===== src/rtl/gtf_pkg.sv =====
// ----------------------------------------------------------------------------
// gtf_pkg
// Shared types and sizes for the grouped team queue.
// ----------------------------------------------------------------------------
`default_nettype none

package gtf_pkg;

  localparam int MEMBER_BITS    = 10;
  localparam int MEMBER_DEPTH   = 1 << MEMBER_BITS;
  localparam int TEAM_BITS      = 4;
  localparam int TEAM_COUNT     = 1 << TEAM_BITS;
  localparam int ENTRY_BITS     = TEAM_BITS + 1;
  localparam int SLOT_BITS      = 6;
  localparam int QUEUE_CAPACITY = 1 << SLOT_BITS;
  localparam int OCC_BITS       = SLOT_BITS + 1;

  typedef enum logic [1:0] {
    CMD_MAP     = 2'd0,
    CMD_ENQUEUE = 2'd1,
    CMD_DEQUEUE = 2'd2,
    CMD_CLEAR   = 2'd3
  } cmd_t;

  typedef enum logic [1:0] {
    ST_OK       = 2'd0,
    ST_EMPTY    = 2'd1,
    ST_FULL     = 2'd2,
    ST_UNMAPPED = 2'd3
  } status_t;

  typedef struct packed {
    cmd_t                   command;
    logic [MEMBER_BITS-1:0] member_id;
    logic [TEAM_BITS-1:0]   team_id;
  } item_t;

endpackage

`default_nettype wire


===== src/rtl/gtf_if.sv =====
// ----------------------------------------------------------------------------
// gtf_cmd_if / gtf_rsp_if
// Valid/ready channels for commands and results.
// ----------------------------------------------------------------------------
`default_nettype none

interface gtf_cmd_if;
  import gtf_pkg::*;
  logic                   valid;
  logic                   ready;
  cmd_t                   command;
  logic [MEMBER_BITS-1:0] member_id;
  logic [TEAM_BITS-1:0]   team_id;

  modport source (output valid, command, member_id, team_id, input ready);
  modport sink   (input valid, command, member_id, team_id, output ready);
endinterface


`default_nettype wire


===== src/rtl/gtf_front.sv =====
// ----------------------------------------------------------------------------
// gtf_front
// Accepts commands and holds them in a two-entry queue for the back end.
// ----------------------------------------------------------------------------
`default_nettype none

module gtf_front (
  input  wire logic          clk,
  input  wire logic          rst,
  gtf_cmd_if.sink            cmd,
  input  wire logic          busy,
  output gtf_pkg::item_t     q_item,
  output logic               q_valid,
  input  wire logic          q_pop
);
  import gtf_pkg::*;

  item_t      slots [2];
  logic       wr_ptr;
  logic       rd_ptr;
  logic [1:0] count;
  logic       push;

  assign cmd.ready = !busy && (count != 2'd2);
  assign push      = cmd.valid && cmd.ready;
  assign q_valid   = (count != 2'd0);
  assign q_item    = slots[rd_ptr];

  // queue storage
  always_ff @(posedge clk) begin
    if (push) begin
      slots[wr_ptr] <= '{command: cmd.command, member_id: cmd.member_id,
                         team_id: cmd.team_id};
    end
  end

  // pointers and fill
  always_ff @(posedge clk) begin
    if (rst) begin
      wr_ptr <= 1'b0;
      rd_ptr <= 1'b0;
      count  <= 2'd0;
    end else begin
      if (push)  wr_ptr <= !wr_ptr;
      if (q_pop) rd_ptr <= !rd_ptr;
      case ({push, q_pop})
        2'b10:   count <= count + 2'd1;
        2'b01:   count <= count - 2'd1;
        default: count <= count;
      endcase
    end
  end

endmodule

`default_nettype wire


===== src/flat_wrapper.sv =====
// flat-port wrapper written by rule: the top's interface ports become plain ports
module gtf_front_flat import gtf_pkg::*;
  (clk, rst, busy, q_item, q_valid, q_pop, cmd_valid, cmd_command, cmd_member_id, cmd_team_id, cmd_ready);
  gtf_cmd_if cmd_i ();
  input  wire logic clk;
  input  wire logic rst;
  input  wire logic busy;
  output gtf_pkg::item_t q_item;
  output logic q_valid;
  input  wire logic q_pop;
  input wire logic [$bits(cmd_i.valid)-1:0] cmd_valid;
  input wire logic [$bits(cmd_i.command)-1:0] cmd_command;
  input wire logic [$bits(cmd_i.member_id)-1:0] cmd_member_id;
  input wire logic [$bits(cmd_i.team_id)-1:0] cmd_team_id;
  output wire logic [$bits(cmd_i.ready)-1:0] cmd_ready;
  assign cmd_i.valid = cmd_valid;
  assign cmd_i.command = cmd_command;
  assign cmd_i.member_id = cmd_member_id;
  assign cmd_i.team_id = cmd_team_id;
  assign cmd_ready = cmd_i.ready;
  gtf_front u_core (.clk(clk), .rst(rst), .cmd(cmd_i), .busy(busy), .q_item(q_item), .q_valid(q_valid), .q_pop(q_pop));
endmodule

===== config.mk =====
export PLATFORM = sky130hd
export DESIGN_NAME = gtf_front_flat
export DESIGN_NICKNAME = d
export VERILOG_FILES = /design/src/rtl/gtf_pkg.sv /design/src/rtl/gtf_if.sv /design/src/rtl/gtf_front.sv /design/src/flat_wrapper.sv
export SDC_FILE = /design/constraint.sdc
export NUM_CORES = 1
export LEC_CHECK = 0
export BUFFER_PORTS_ARGS = -buffer_cell sky130_fd_sc_hd__buf_2
export CAP_MARGIN = 20
export CORE_ASPECT_RATIO = 0.7
export CORE_MARGIN = 1.5
export CORE_UTILIZATION = 47
export CTS_BUF_LIST = sky130_fd_sc_hd__clkbuf_2 sky130_fd_sc_hd__clkbuf_4 sky130_fd_sc_hd__clkbuf_8
export DETAILED_ROUTE_END_ITERATION = 7
export PLACE_DENSITY = 0.83
export SLEW_MARGIN = 20
export SYNTH_ARGS = -nofsm -noshare
export SYNTH_HDL_FRONTEND = slang
export SYNTH_SLANG_ARGS = --single-unit

===== constraint.sdc =====
create_clock -name clk -period 1.56 [get_ports clk]
set_input_delay 0.234 -clock clk [delete_from_list [all_inputs] [get_ports clk]]
set_output_delay 0.234 -clock clk [all_outputs]
set_load 0.05 [all_outputs]

==> impl_results.rst, run 1 <==
.. list-table::
   :header-rows: 1

   * - Metric
     - Value
   * - Run status
     - completed
   * - Area of the core
     - 2780 um^2
   * - Post-Syn Nets
     - 97
   * - Highest achievable clock rate
     - 653 MHz
   * - Drt via density
     - 4.82
   * - Layout overhead on the synthesized area
     - 34.8%
   * - Synthesized area per cell
     - 18.3 um^2
   * - Clock slew at reported path FFs
     - 0.07 ns
   * - Startpoint types
     - flip-flop
   * - Most common cell after layout, fill and taps aside
     - edfxtp_1
   * - Largest family of logic cells by synthesized area
     - multiplexers
   * - Commonest non-fill, non-tap cells in the layout
     - edfxtp_1, buf_2, mux2_2, buf_4, buf_6
   * - Area share of the largest cell type after synthesis
     - 70.1%
   * - Die Wd
     - 67.5 um
   * - Arrival time at the worst endpoint
     - 1.30 ns
   * - Worst-Skew Late Latency
     - 0.28 ns
   * - Half-perimeter wire length after detailed placement
     - 1.58 mm
   * - Type of the setup path with the least slack
     - flip-flop to primary output
   * - Port Buf Inserts
     - 38
   * - Number of nets with antenna violations after routing
     - 0
   * - Clock Tree Root
     - clkbuf_8
   * - Sequence of cells on the critical path
     - buf_6 -> mux2_2 -> buf_4
   * - Clock network power share
     - 32.7%
   * - Proportion of synthesized chip area in sequential cells
     - 77.4%
   * - Switching Share
     - 25.9%
   * - Net Sw Power
     - 0.633 mW
   * - Via count of the first global-routing pass
     - 659
   * - Setup Viol. Count Final
     - 0
   * - Standard-cell rows
     - 16
   * - Data required time at the worst endpoint
     - 1.33 ns
   * - Number of fillers in the final layout
     - 208
   * - Maximum clock insertion buffer count
     - 2
   * - Post-synthesis cell type with the largest combined area
     - edfxtp_1
   * - Finished layout cell area
     - 1850 um^2
   * - Crit. End Element
     - primary output
   * - Initial antenna violation count
     - 0
   * - Number of CTS-inserted buffers
     - 5
   * - Area post-placement
     - 1660 um^2
   * - Maximum vdd drop
     - 0.680 mV
   * - Post-Synth XOR/XNOR Area
     - 1.92%
   * - RSZ-0062 raised after global routing
     - no
   * - Portion of total power attributed to sequential cells
     - 47.6%
   * - Post-route fraction of the period consumed by the critical path
     - 98.2%
   * - Netlist Area Pre-Place
     - 1370 um^2
   * - Number of H-tree branching levels
     - 2
   * - Via total after detailed routing
     - 766
   * - Num ports
     - 39
   * - Minimum clock period after layout
     - 1.53 ns
   * - Relative contribution of combinational cells to total power
     - 19.7%
   * - Footprint of the multi-input gates
     - 327 um^2
   * - Overall track demand over capacity in global routing
     - 14.1%
   * - Count of buffering cells on the critical path with inverters included
     - 2
   * - Post-synthesis share of cell area spent on full adders, half adders and majority gates
     - 0.913%
   * - Final WL
     - 2.30 mm
   * - Largest cells by area after synthesis
     - edfxtp_1, mux2_2, dfxtp_1
   * - Per-cell routed wire length
     - 14.4 um
   * - Worst Max-Slew Pin Slew
     - 0.395 ns
   * - Initial core utilization
     - 49.2%
   * - TritonCTS clock tree
     - yes
   * - Leakage Power
     - 0.707 nW
   * - Clk sinks
     - 37
   * - Yosys warning count
     - 0
   * - Worst Hold Class
     - primary input to flip-flop
   * - Pwr Total
     - 2.44 mW
   * - Inserted Diodes
     - 0
   * - Slew HR
     - 73.7%
   * - DRC errors left
     - 0
   * - Initial DRT Pass Iterations
     - 2
   * - GPL Wtd Cong
     - 0.690
   * - Delay of the slowest cell on the worst path
     - 0.37 ns
   * - Mux contribution to synthesized area
     - 13.2%
   * - Cells after Synth
     - 75
   * - Max Cap Violations
     - 0
   * - DIE HEIGHT
     - 48.2 um
   * - Category of cells accounting for the largest share of critical-path delay
     - flip-flops
   * - Worst slack after detailed placement
     - 0.149 ns
   * - Share of layout cells above drive strength 1
     - 59.3%
   * - Reg area
     - 1070 um^2
   * - Cell internal pwr
     - 1.81 mW
   * - Total of flip-flops plus latches after synthesis
     - 37
   * - Die footprint
     - 3250 um^2
   * - Fin. Hold Viols
     - 0
   * - Total power density per cell area
     - 1320 nW/um^2
   * - Library cells used by synthesis
     - 17
   * - Gr ovfl total
     - 0
   * - Pin count of the biggest net entering global routing
     - 17
   * - DR iter-0 viols
     - 33
   * - Global-route wire length before repair
     - 3.00 mm
   * - Maximum fanout along the worst path
     - 6
   * - Final setup skew
     - 0.00232 ns
   * - Simple-Gate Fraction of Synth Area
     - 4.11%
   * - Synthesized-area fraction occupied by ao, oa, aoi and oai cells
     - 1.46%
   * - Final worst-path setup slack
     - 0.0288 ns
   * - Number of pins with negative max-slew slack in the final report
     - 0
   * - Crit-path slowest cell
     - dfxtp_4
   * - Final net count
     - 144
==> cells by family after synthesis <==
group / Yosys count
compound gates: 4
flops: 37
mux: 16
fa+ha+maj: 1
xor+xnor: 3
simple gates: 11
buf+inv: 3
==> Yosys cell counts <==
| cell | number |
|---|---|
| edfxtp_1 | 32 |
| mux2_2 | 16 |
| dfxtp_1 | 5 |
| nor2_1 | 4 |
| a21oi_1 | 2 |
| buf_2 | 2 |
| o21ai_0 | 2 |
| or3_1 | 2 |
| xnor2_1 | 2 |
| and3_1 | 1 |
| ha_1 | 1 |
| inv_1 | 1 |
| nand2_1 | 1 |
| nand2b_1 | 1 |
| nor2b_1 | 1 |
| or2_2 | 1 |
| xor2_1 | 1 |
==> layer usage <==
layer / track usage, % / wire (um)
met2: 23.5 / 1200
met3: 5.08 / 115
met5: 0 / 0
met1: 15.8 / 940
met4: 9.80 / 44
==> path summary, 6_finish.rpt <==
kind / start / to / slack (ns) / cells after the start
setup / recovery: flip-flop / q_item[12] / 0.03 / 3
hold / removal: cmd_team_id[0] / u_core.slots[0][0] / 0.14 / 1
setup reg to reg: u_core.count[1] / u_core.count[1] / 0.15 / 7
hold reg to reg: u_core.wr_ptr / u_core.wr_ptr / 0.49 / 2
==> final cells by class <==
cell class              count  area share, %
clock buffers               6           4.13
clock inverters             2           1.83
inverters                   1          0.203
multi-input cells          35           17.7
flip-flops and latches     37           57.7
well taps                  36           2.44
repair buffers             42           16.0
==> metrics by stage <==
stage / std cells / setup TNS (ns) / hold WS [ns] / utilization (%)
finish: 159 / 0 / 0.139 / 66.4
detailed placement: 150 / 0 / 0.426 / 59.8
global route: 159 / 0 / 0.132 / 66.4
floorplan: 75 / -0.0287 / 0.299 / -
CTS: 158 / -0.00220 / 0.133 / 65.4
global placement: 150 / 0 / 0.425 / 59.8
==> power groups by stage <==
stage / Combinational, mW / Clock [mW] / Sequential [mW]
floorplan: 0.328 / 0 / 1.17
global placement: 0.431 / 0 / 1.18
detailed placement: 0.440 / 0 / 1.18
CTS: 0.472 / 0.804 / 1.16
global route: 0.510 / 0.841 / 1.17
finish: 0.480 / 0.799 / 1.16
==> registers in the layout, summed over array words and instances, names as in the netlist, named ones only <==
name	cells
u_core.slots	32
u_core.count	2
u_core.rd_ptr	1
u_core.wr_ptr	1
==> what timing repair did <==
item	CTS	global route
gates cloned	0	1
buffers inserted	0	0
setup endpoints to repair	10	16
hold buffers	0	0
gates resized for setup	18	8
Note: power is estimated with default switching activity, not from simulation.
==> run 2: changes to the inputs <==
--- a/config.mk
+++ b/config.mk
@@ -13,7 +13,7 @@
 export CTS_BUF_LIST = sky130_fd_sc_hd__clkbuf_2 sky130_fd_sc_hd__clkbuf_4 sky130_fd_sc_hd__clkbuf_8
 export DETAILED_ROUTE_END_ITERATION = 7
 export PLACE_DENSITY = 0.83
-export SLEW_MARGIN = 20
+export RECOVER_POWER = 50
 export SYNTH_ARGS = -nofsm -noshare
 export SYNTH_HDL_FRONTEND = slang
 export SYNTH_SLANG_ARGS = --single-unit
==> run 2 against run 1 <==
Die area unchanged. Clock power about the same. Final cell count unchanged. Worst setup slack better by 0.0016 ns. Hold slack better by 0.00076 ns. Routed wire length down 0.57%. Cell area down 0.68%. Core utilization down 0.45 points. Non-clock buffer count unchanged. Critical path depth unchanged. Critical endpoint unchanged. Largest power group unchanged.
==> impl_results.rst, run 2 (same netlist as run 1, synthesis figures left out) <==
.. list-table::
   :header-rows: 1

   * - Metric
     - Value
   * - Category of cells accounting for the largest share of critical-path delay
     - flip-flops (unchanged)
   * - Number of cells after detailed placement
     - 150 (unchanged)
   * - Port Buf Inserts
     - 38 (unchanged)
   * - Area of the core
     - 2780 um^2 (unchanged)
   * - Minimum clock period after layout
     - 1.53 ns (about the same)
   * - Area post-placement
     - 1660 um^2 (unchanged)
   * - Initial core utilization
     - 49.2% (unchanged)
   * - Arrival time at the worst endpoint
     - 1.30 ns (about the same)
   * - Maximum clock insertion buffer count
     - 2 (unchanged)
   * - Sequence of cells on the critical path
     - buf_6 -> mux2_2 -> buf_4 (unchanged)
   * - Number of CTS-inserted buffers
     - 5 (unchanged)
   * - Number of H-tree branching levels
     - 2 (unchanged)
   * - Layout overhead on the synthesized area
     - 33.9% (was 34.8%)
   * - Final net count
     - 144 (unchanged)
   * - Number of fillers in the final layout
     - 211 (was 208)
   * - TritonCTS clock tree
     - yes (unchanged)
   * - Footprint of the multi-input gates
     - 324 um^2 (was 327 um^2)
   * - Worst Hold Class
     - primary input to flip-flop (unchanged)
   * - Delay of the slowest cell on the worst path
     - 0.37 ns (about the same)
   * - Maximum fanout along the worst path
     - 6 (unchanged)
   * - Die footprint
     - 3250 um^2 (unchanged)
   * - Worst Reg-to-Reg Cells
     - 7 (unchanged)
   * - RSZ-0062 raised after global routing
     - no (unchanged)
   * - Finished layout cell area
     - 1830 um^2 (was 1850 um^2)
   * - Highest achievable clock rate
     - 654 MHz (was 653 MHz)
   * - DR iter-0 viols
     - 53 (was 33)
   * - Total number of cells along the worst setup path
     - 3 (unchanged)
   * - Crit-path slowest cell
     - dfxtp_4 (unchanged)
   * - DIE HEIGHT
     - 48.2 um (unchanged)
   * - Pwr Total
     - 2.44 mW (about the same)
   * - Crit. End Element
     - primary output (unchanged)
   * - Final worst hold slack
     - 0.139 ns (about the same)
   * - Count of buffering cells on the critical path with inverters included
     - 2 (unchanged)
   * - DRC errors left
     - 0 (unchanged)
   * - Commonest non-fill, non-tap cells in the layout
     - edfxtp_1, mux2_2, buf_4, buf_2, clkbuf_1 (was edfxtp_1, buf_2, mux2_2, buf_4, buf_6)
   * - Drt via density
     - 4.85 (was 4.82)
   * - Maximum vdd drop
     - 0.678 mV (was 0.680 mV)
   * - Count of cells along the worst hold path
     - 1 (unchanged)
   * - Total power density per cell area
     - 1330 nW/um^2 (was 1320 nW/um^2)
   * - Worst slack after detailed placement
     - 0.149 ns (unchanged)
   * - Overall track demand over capacity in global routing
     - 14.1% (unchanged)
   * - Die Wd
     - 67.5 um (unchanged)
   * - Largest register by flop count
     - u_core.slots (unchanged)
   * - Most common cell after layout, fill and taps aside
     - edfxtp_1 (unchanged)
   * - Startpoint types
     - flip-flop (unchanged)
   * - Pin count of the biggest net entering global routing
     - 17 (unchanged)
   * - Clock slew at reported path FFs
     - 0.07 ns (about the same)
   * - Setup TNS
     - 0 ns (unchanged)
   * - Via total after detailed routing
     - 771 (was 766)
   * - Share of layout cells above drive strength 1
     - 52.0% (was 59.3%)
   * - Final worst-path setup slack
     - 0.0304 ns (was 0.0288 ns)
   * - Half-perimeter wire length after detailed placement
     - 1.58 mm (unchanged)
   * - Leading registers by flop count
     - u_core.slots x32, u_core.count x2 (unchanged)
   * - Final core utilization
     - 65.9% (was 66.4%)
   * - Initial DRT Pass Iterations
     - 2 (unchanged)
   * - Per-cell routed wire length
     - 14.4 um (about the same)
   * - Via count of the first global-routing pass
     - 659 (unchanged)
   * - Reg area
     - 1070 um^2 (unchanged)
   * - Worst-Skew Late Latency
     - 0.28 ns (about the same)
   * - Flip-flop count of the largest register after layout
     - 32 (unchanged)
   * - Setup Viol. Count Final
     - 0 (unchanged)
   * - Slew HR
     - 73.7% (about the same)
   * - Num ports
     - 39 (unchanged)
   * - Clk sinks
     - 37 (unchanged)
   * - Fin. Hold Viols
     - 0 (unchanged)
   * - Number of pins with negative max-slew slack in the final report
     - 0 (unchanged)
   * - Initial antenna violation count
     - 0 (unchanged)
   * - GPL Wtd Cong
     - 0.690 (unchanged)
   * - Post-route fraction of the period consumed by the critical path
     - 98.1% (was 98.2%)
   * - Final WL
     - 2.28 mm (was 2.30 mm)
   * - Non-filler instance count after layout
     - 159 (unchanged)
   * - Number of nets with antenna violations after routing
     - 0 (unchanged)
   * - Count of hold-fix buffers inserted at cts
     - 0 (unchanged)
   * - Leakage Power
     - 0.684 nW (was 0.707 nW)
   * - Type of the setup path with the least slack
     - flip-flop to primary output (unchanged)
   * - Clock Tree Root
     - clkbuf_8 (unchanged)
   * - Global-route wire length before repair
     - 3.00 mm (unchanged)
   * - Worst Max-Slew Pin Slew
     - 0.395 ns (about the same)
   * - Postcts setup bufs
     - 0 (unchanged)
   * - Standard-cell rows
     - 16 (unchanged)
   * - Max Cap Violations
     - 0 (unchanged)
   * - Run status
     - completed (unchanged)
   * - Data required time at the worst endpoint
     - 1.33 ns (about the same)
   * - Inserted Diodes
     - 0 (unchanged)
   * - Final setup skew
     - 0.00237 ns (was 0.00232 ns)
   * - Gr ovfl total
     - 0 (unchanged)
## run 2: changes by cell type in the layout (fill, tap and decap cells not counted), sizes merged
cell and change:
clkbuf +10, buf -10
## run 2: area by class of cell
class | count | area share (%)
flip-flops and latches | 37 | 58.1
multi-input cells | 35 | 17.7
repair buffers | 42 | 15.6
clock buffers | 6 | 4.16
well taps | 36 | 2.46
clock inverters | 2 | 1.84
inverters | 1 | 0.205
## run 2: repair_timing
item	in CTS	in global routing
gates resized for setup	18	8
pin swaps	0	0
setup endpoints to repair	10	16
cloned	0	1
## run 2: worst paths after layout
path | slack [ns] | from | to
max | 0.03 | flip-flop | q_item[12]
min | 0.14 | cmd_team_id[0] | u_core.slots[1][0]
max reg2reg | 0.13 | u_core.count[1] | u_core.count[1]
min reg2reg | 0.49 | u_core.wr_ptr | u_core.wr_ptr
## run 2: layer usage
| layer | GRT usage (%) | vias up | part of all wire (%) |
|---|---|---|---|
| li1 | - | 373 | - |
| met1 | 15.8 | 372 | 40 |
| met2 | 23.5 | 21 | 52 |
| met3 | 5.08 | 5 | 5.0 |
| met4 | 9.80 | 0 | 1.9 |
| met5 | 0 | - | 0 |
## run 2: where the power goes
part	internal, mW	leakage [nW]	switching (mW)	total [mW]
sequential	1.13	0.336	0.0259	1.16
combinational	0.180	0.292	0.296	0.476
clock	0.489	0.0563	0.310	0.799
total	1.80	0.684	0.632	2.44
